`src/hdl/sbda_pkg.sv`:
```
// shared types and constants for the signed binary to decimal ascii converter
`timescale 1ns / 1ps

package sbda_pkg;

    localparam int BIN_W      = 32;
    localparam int MAX_DIGITS = 10;
    localparam int BCD_W      = 4 * MAX_DIGITS;
    localparam int SR_W       = BCD_W + BIN_W;
    localparam int CHAR_W     = 6;

    typedef logic signed [BIN_W-1:0] t_value;
    typedef logic [CHAR_W-1:0]       t_char;
    typedef logic [BCD_W-1:0]        t_bcd;
    typedef logic [SR_W-1:0]         t_sr;
    typedef logic [3:0]              t_cnt;

    localparam t_char ASCII_ZERO  = 6'd48;
    localparam t_char ASCII_NINE  = 6'd57;
    localparam t_char ASCII_MINUS = 6'd45;

endpackage

```
`src/hdl/sbda_in_if.sv`:
```
// input channel: one signed integer per item
`timescale 1ns / 1ps

interface sbda_in_if;
    logic            valid;
    logic            ready;
    sbda_pkg::t_value value;

    modport source (output valid, output value, input ready);
    modport sink   (input valid, input value, output ready);
endinterface

```
`src/hdl/sbda_out_if.sv`:
```
// output channel: one ascii character per item with a last flag
`timescale 1ns / 1ps

interface sbda_out_if;
    logic            valid;
    logic            ready;
    sbda_pkg::t_char character;
    logic            last;

    modport source (output valid, output character, output last, input ready);
    modport sink   (input valid, input character, input last, output ready);
endinterface

```
`src/hdl/signed_binary_to_decimal_ascii_top.sv`:
```
// top level: signed 32-bit integer to decimal ascii text, one character per item
// the item passes stage 0, the double-dabble stages and the alignment stage into the
// serializer, which emits one character per cycle while o_out.ready is high; a number
//   has 1 to 11 characters, sent out by the single-character output serializer
// the six-stage conversion pipeline accepts a new item every cycle while it has room
// reset: i_rst_n synchronous active low, clears all valid bits and serializer flags
`timescale 1ns / 1ps

module signed_binary_to_decimal_ascii_top (
    input  logic              i_clk,
    input  logic              i_rst_n,
    sbda_in_if.sink           i_in,
    sbda_out_if.source        o_out
);

    // pipeline layout
    //   stage 0      : sign split and magnitude (two's complement negate)
    //   stages 1..4  : eight double-dabble steps each, 32 steps in total
    //   stage 5      : leading digit search and left alignment of the bcd digits
    //   serializer   : emits '-' if negative, then the digits, most significant first
    localparam int DD_STAGES = 4;
    localparam int LAST_STG  = DD_STAGES + 1;

    // eight shift-and-adjust steps; bcd digits live above the binary bits
    function automatic sbda_pkg::t_sr f_dd8(input sbda_pkg::t_sr sr);
        sbda_pkg::t_sr t;
        t = sr;
        for (int s = 0; s < 8; s++) begin
            for (int n = 0; n < sbda_pkg::MAX_DIGITS; n++) begin
                if (t[sbda_pkg::BIN_W + 4*n +: 4] >= 4'd5) begin
                    t[sbda_pkg::BIN_W + 4*n +: 4] = t[sbda_pkg::BIN_W + 4*n +: 4] + 4'd3;
                end
            end
            t = {t[sbda_pkg::SR_W-2:0], 1'b0};
        end
        return t;
    endfunction

    // per-stage valid bits and handshake enables
    logic [LAST_STG:0]  r_vld;
    logic [LAST_STG:0]  w_en;
    logic               w_ser_ld;

    // conversion stages
    sbda_pkg::t_sr      r_sr  [0:DD_STAGES];
    logic               r_neg [0:DD_STAGES];

    // alignment stage
    sbda_pkg::t_bcd     r_st5_dig;
    logic               r_st5_neg;
    sbda_pkg::t_cnt     r_st5_ndig;
    sbda_pkg::t_bcd     n_st5_dig;
    sbda_pkg::t_cnt     n_st5_ndig;
    sbda_pkg::t_cnt     w_top;

    // serializer
    logic               r_ovld;
    logic               r_sign_pend;
    sbda_pkg::t_bcd     r_dig;
    sbda_pkg::t_cnt     r_left;
    logic               w_last;
    logic               w_out_fire;

    // stage 0 input magnitude
    logic [sbda_pkg::BIN_W-1:0] n_mag;

    assign w_last     = !r_sign_pend && (r_left == 4'd1);
    assign w_out_fire = r_ovld && o_out.ready;
    // next number loads when the serializer is idle or its last character leaves
    assign w_ser_ld   = r_vld[LAST_STG] && (!r_ovld || (o_out.ready && w_last));

    // a stage takes new data when it is empty or its content moves on
    always_comb begin
        w_en[LAST_STG] = !r_vld[LAST_STG] || w_ser_ld;
        for (int k = LAST_STG - 1; k >= 0; k--) begin
            w_en[k] = !r_vld[k] || w_en[k+1];
        end
    end

    assign i_in.ready = w_en[0];

    always_comb begin
        if (i_in.value[sbda_pkg::BIN_W-1]) begin
            n_mag = ~i_in.value + 32'd1;
        end else begin
            n_mag = i_in.value;
        end
    end

    // highest nonzero digit; zero still gives one digit
    always_comb begin
        w_top = 4'd0;
        for (int n = 0; n < sbda_pkg::MAX_DIGITS; n++) begin
            if (r_sr[DD_STAGES][sbda_pkg::BIN_W + 4*n +: 4] != 4'd0) begin
                w_top = 4'(n);
            end
        end
        n_st5_ndig = w_top + 4'd1;
        n_st5_dig  = r_sr[DD_STAGES][sbda_pkg::SR_W-1:sbda_pkg::BIN_W]
                     << {4'(sbda_pkg::MAX_DIGITS - 1) - w_top, 2'b00};
    end

    // valid bits
    always_ff @(posedge i_clk) begin
        if (!i_rst_n) begin
            r_vld <= '0;
        end else begin
            if (w_en[0]) begin
                r_vld[0] <= i_in.valid;
            end
            for (int k = 1; k <= LAST_STG; k++) begin
                if (w_en[k]) begin
                    r_vld[k] <= r_vld[k-1];
                end
            end
        end
    end

    // conversion payload
    always_ff @(posedge i_clk) begin
        if (w_en[0]) begin
            r_sr[0]  <= {{sbda_pkg::BCD_W{1'b0}}, n_mag};
            r_neg[0] <= i_in.value[sbda_pkg::BIN_W-1];
        end
        for (int k = 1; k <= DD_STAGES; k++) begin
            if (w_en[k]) begin
                r_sr[k]  <= f_dd8(r_sr[k-1]);
                r_neg[k] <= r_neg[k-1];
            end
        end
        if (w_en[LAST_STG]) begin
            r_st5_dig  <= n_st5_dig;
            r_st5_neg  <= r_neg[DD_STAGES];
            r_st5_ndig <= n_st5_ndig;
        end
    end

    // serializer control
    always_ff @(posedge i_clk) begin
        if (!i_rst_n) begin
            r_ovld      <= 1'b0;
            r_sign_pend <= 1'b0;
        end else if (w_ser_ld) begin
            r_ovld      <= 1'b1;
            r_sign_pend <= r_st5_neg;
        end else if (w_out_fire) begin
            if (r_sign_pend) begin
                r_sign_pend <= 1'b0;
            end else if (r_left == 4'd1) begin
                r_ovld <= 1'b0;
            end
        end
    end

    // serializer payload
    always_ff @(posedge i_clk) begin
        if (w_ser_ld) begin
            r_dig  <= r_st5_dig;
            r_left <= r_st5_ndig;
        end else if (w_out_fire && !r_sign_pend) begin
            r_dig  <= r_dig << 4;
            r_left <= r_left - 4'd1;
        end
    end

    assign o_out.valid     = r_ovld;
    assign o_out.last      = w_last;
    assign o_out.character = r_sign_pend ? sbda_pkg::ASCII_MINUS
                           : sbda_pkg::ASCII_ZERO
                             + {2'b00, r_dig[sbda_pkg::BCD_W-1 -: 4]};

`ifndef SYNTH
    // every character shown is '-' or a decimal digit
    a_char_range: assert property (@(posedge i_clk) disable iff (!i_rst_n)
        o_out.valid |-> (o_out.character == sbda_pkg::ASCII_MINUS) ||
                        ((o_out.character >= sbda_pkg::ASCII_ZERO) &&
                         (o_out.character <= sbda_pkg::ASCII_NINE)))
        else $error("character out of range");

    // a busy serializer always has between one and ten digits left
    a_left_range: assert property (@(posedge i_clk) disable iff (!i_rst_n)
        r_ovld |-> (r_left != 4'd0) && (r_left <= 4'(sbda_pkg::MAX_DIGITS)))
        else $error("serializer digit count out of range");

    // a stalled alignment stage keeps its number
    a_st5_hold: assert property (@(posedge i_clk) disable iff (!i_rst_n)
        (r_vld[LAST_STG] && !w_ser_ld) |=>
            (r_vld[LAST_STG] && $stable(r_st5_dig) && $stable(r_st5_ndig)))
        else $error("alignment stage lost data under stall");

    // the minus sign is never the final character
    a_sign_not_last: assert property (@(posedge i_clk) disable iff (!i_rst_n)
        (o_out.valid && o_out.character == sbda_pkg::ASCII_MINUS) |-> !o_out.last)
        else $error("minus sign flagged as last");
`endif

endmodule
```
`src/flat_wrapper.sv`:
```
// flat-port wrapper written by rule: the top's interface ports become plain ports
module signed_binary_to_decimal_ascii_top_flat 
  (i_clk, i_rst_n, i_in_valid, i_in_value, i_in_ready, o_out_valid, o_out_character, o_out_last, o_out_ready);
  sbda_in_if i_in_i ();
  sbda_out_if o_out_i ();
  input  logic i_clk;
  input  logic i_rst_n;
  input wire logic [$bits(i_in_i.valid)-1:0] i_in_valid;
  input wire logic [$bits(i_in_i.value)-1:0] i_in_value;
  output wire logic [$bits(i_in_i.ready)-1:0] i_in_ready;
  output wire logic [$bits(o_out_i.valid)-1:0] o_out_valid;
  output wire logic [$bits(o_out_i.character)-1:0] o_out_character;
  output wire logic [$bits(o_out_i.last)-1:0] o_out_last;
  input wire logic [$bits(o_out_i.ready)-1:0] o_out_ready;
  assign i_in_i.valid = i_in_valid;
  assign i_in_i.value = i_in_value;
  assign i_in_ready = i_in_i.ready;
  assign o_out_valid = o_out_i.valid;
  assign o_out_character = o_out_i.character;
  assign o_out_last = o_out_i.last;
  assign o_out_i.ready = o_out_ready;
  signed_binary_to_decimal_ascii_top u_core (.i_clk(i_clk), .i_rst_n(i_rst_n), .i_in(i_in_i), .o_out(o_out_i));
endmodule
```
`config.mk`:
```
export PLATFORM = sky130hd
export DESIGN_NAME = signed_binary_to_decimal_ascii_top_flat
export DESIGN_NICKNAME = d
export VERILOG_FILES = /design/src/hdl/sbda_pkg.sv /design/src/hdl/sbda_in_if.sv /design/src/hdl/sbda_out_if.sv /design/src/hdl/signed_binary_to_decimal_ascii_top.sv /design/src/flat_wrapper.sv
export SDC_FILE = /design/constraint.sdc
export NUM_CORES = 1
export LEC_CHECK = 0
export CORE_AREA = 8 8 305 307
export CTS_CLUSTER_SIZE = 8
export DETAILED_ROUTE_END_ITERATION = 7
export DIE_AREA = 0 0 313 315
export DONT_BUFFER_PORTS = 1
export GPL_TIMING_DRIVEN = 0
export PLACE_DENSITY = 0.6
export SETUP_SLACK_MARGIN = 0.5
export SLEW_MARGIN = 30
export SYNTH_ARGS = -nofsm -noshare
export SYNTH_HDL_FRONTEND = slang
export SYNTH_SLANG_ARGS = --single-unit
```
`constraint.sdc`:
```
create_clock -name i_clk -period 14.6 [get_ports i_clk]
set_clock_uncertainty 0.05 [all_clocks]
set_input_delay 0.73 -clock i_clk [delete_from_list [all_inputs] [get_ports i_clk]]
set_output_delay 0.73 -clock i_clk [all_outputs]
set_load 0.05 [all_outputs]
```
==> impl_metrics.ini <==
[outcome]
status = finished clean

[setup_path]
cp.required_ns = 14.86
crit_slowest_cell = o32ai_1
start_kind = flop
crit_top_cell = ha_1
end_kind = flop
path_max_fanout = 9
cp.arrival_ns = 7.99
path_class = reg -> reg
max_stage_delay_ns = 0.52

[sta]
hold_violations = 0
slew_headroom = 0.361
period_minus_slack_ns = 7.73
setup_viol = 0
hold_ws_ns = 0.221
rsz0062_at_grt = no
timing.final.crit_share = 0.529
fmax_mhz = 129
tightest_slew_ns = 0.957
slew_viol_final = 0
setup-tns-final_ns = 0

[logic_synthesis]
synth_ff_type = edfxtp_1
syn_avg_cell_area_um2 = 8.22
synth.area.top_cells = edfxtp_1 27%, ha_1 5.9%, nand2_1 5.6%
yosys_warnings = 0
syn_area_mm2 = 0.0306
synth.yosys.seq_area_share = 0.276
synth_common_cells = 456 x nand2_1, 302 x nor2_1, 276 x edfxtp_1
synth_most_common_cell = nand2_1
ys_ff_latch = 284
synth_top_area_frac = 0.271
synthDistinctLibCells = 137
yosysTopAreaCell = edfxtp_1
async_reset_ff_frac = 0
synthesis.nets = 3898
syn_inst = 3717
synth-edff-count = 276

[grt]
grt_max_degree = 36
antenna_found_initial = 0
grt_pass1_wl_mm = 114
grt_pass1_vias = 24600
grt_overflow_total = 0
grt_use_total = 0.129

[layout]
area_growth_pct = 9.36
final_util = 0.380
finalNetCount = 3950
seq_area_mm2 = 0.00845
design_area_mm2 = 0.0334
fill_cells = 8985
drive_above_1_share = 0.0936
multi_input_area_mm2 = 0.0209
num_antenna_cells = 0

[drt]
first_pass_iters = 5
route.met2.wl_mm = 30.5
routedWlPerCell_um = 13.5
drc_errors = 0
wl_met1_mm = 32.2
vias = 27100
wl_met3_mm = 2.82
vias_per_cell = 5.46
drtIter0Drc = 1749
wl_mm = 66.7
dr.max_layer_used = met4
ant_nets = 0

[clock_network]
cts_buffers = 42
path_clk_slew_ns = 0.05
cts_hold_buf = 0
htreeDepth = 2
post_cts_buffers = 0
cts.repair.resized = 0
tritoncts = built
cts_root_buf = clkbuf_16
clockBufferDepth = 3
clkSinkCount = 284
insertion_delay_ns = 0.57

[die]
coreArea_mm2 = 0.0880
floorplan.initialDensity = 0.347
die_h_um = 315
chipWidth_um = 313
die-area_mm2 = 0.0986
rows = 109
io_pins = 45

[run]
cap_violations = 0

[place]
dp_hpwl_mm = 51.1
io_buffers = 0
place_area_mm2 = 0.0322
place.gp.congestion = 0.905

[min_path]
hold_path_class = in -> reg
==> logic make-up after synthesis <==
group / count (synthesis) / synth area share
xor+xnor: 143 / 0.0445
mux: 184 / 0.0651
flops: 284 / 0.276
simple gates: 1354 / 0.215
fa+ha+maj: 152 / 0.0617
other cells: 1 / 0.000123
compound gates: 1263 / 0.295
buf+inv: 336 / 0.0425
==> stage by stage <==
stage          setup WS, ns  instances
6_report               6.87       4957
5_1_grt                6.23       4957
4_1_cts                6.87       4956
3_5_place_dp           6.88       4889
3_3_place_gp           6.99       4882
2_1_floorplan          7.71       3717
==> placed cells by master, fill, tap and decap left out, types with 13 or more instances in the layout <==
| master | n |
|---|---|
| o22ai_1 | 47 |
| nor2_1 | 302 |
| o21ai_1 | 56 |
| and2_1 | 54 |
| nand3_1 | 76 |
| a211oi_1 | 73 |
| mux2i_1 | 106 |
| or2_2 | 32 |
| a31oi_1 | 62 |
| xor2_1 | 25 |
| ha_1 | 145 |
| nand4_1 | 13 |
| and3_1 | 32 |
| or2_1 | 21 |
| a21oi_1 | 222 |
| nor3_1 | 96 |
| a211o_1 | 17 |
| clkbuf_1 | 125 |
| buf_2 | 19 |
| o211ai_1 | 50 |
| nand2_1 | 453 |
| o21ai_0 | 240 |
| a22oi_1 | 17 |
| o21a_1 | 50 |
| edfxtp_1 | 276 |
| mux2_2 | 62 |
| clkbuf_16 | 43 |
| o211a_1 | 23 |
| a21o_1 | 42 |
| xnor2_1 | 105 |
| or3_1 | 35 |
| o21bai_1 | 16 |
| inv_1 | 194 |
| nor4_1 | 19 |
| o31ai_1 | 29 |
| nor2b_1 | 56 |
| a21boi_0 | 18 |
| nand2b_1 | 76 |
| o32a_1 | 16 |
==> flip-flops by register name, indices dropped and copies added (netlist names) <==
signal,flops
u_core.o_out.valid,1
u_core.r_vld,6
u_core.r_st5_dig,40
u_core.r_st5_ndig,4
u_core.r_sign_pend,1
u_core.r_st5_neg,1
u_core.r_neg,5
u_core.r_left,4
u_core.r_dig,40
u_core.r_sr,182
==> final cells by class <==
class | instances | area share
buffer | 131 | 0.0158
multi-input combinational | 3097 | 0.624
tap | 1165 | 0.0436
inverter | 205 | 0.0230
clock buffer | 63 | 0.0344
clock inverter | 4 | 0.00202
sequential | 284 | 0.253
timing repair buffer | 8 | 0.00442
==> final timing paths <==
kind | startpoint | to | slack (ns) | cells past startpoint
setup / recovery | u_core.r_sr[0][276]$_DFFE_PP_ | u_core.r_sr[0][359]$_DFFE_PP_ | 6.87 | 32
hold reg to reg | u_core.r_sr[0][17]$_DFFE_PP_ | u_core.r_sr[0][97]$_DFFE_PP_ | 0.36 | 0
setup reg to reg | u_core.r_sr[0][276]$_DFFE_PP_ | u_core.r_sr[0][359]$_DFFE_PP_ | 6.87 | 32
hold / removal | i_in_value[0] | u_core.r_sr[0][0]$_DFFE_PP_ | 0.22 | 0
==> worst max-delay path: cells and delay by family (launching register included) <==
family / cells / cell delay, ns
AOI/OAI and AO/OA: 11 / 2.99
adders and majority gates: 7 / 1.52
and+or+nand+nor: 7 / 1.03
xor gates and xnor gates: 3 / 0.81
DFF: 1 / 0.44
muxes: 1 / 0.43
buffers and inverters: 3 / 0.20
==> layer usage <==
layer	GRT usage	vias up
met5	0	-
met4	0.0297	0
met3	0.0179	75
met2	0.219	464
met1	0.173	12400
li1	-	14100
Power is left out: the tool's default activity adds up to more than one toggle a clock period on the data nets, which glitch-free logic cannot reach.
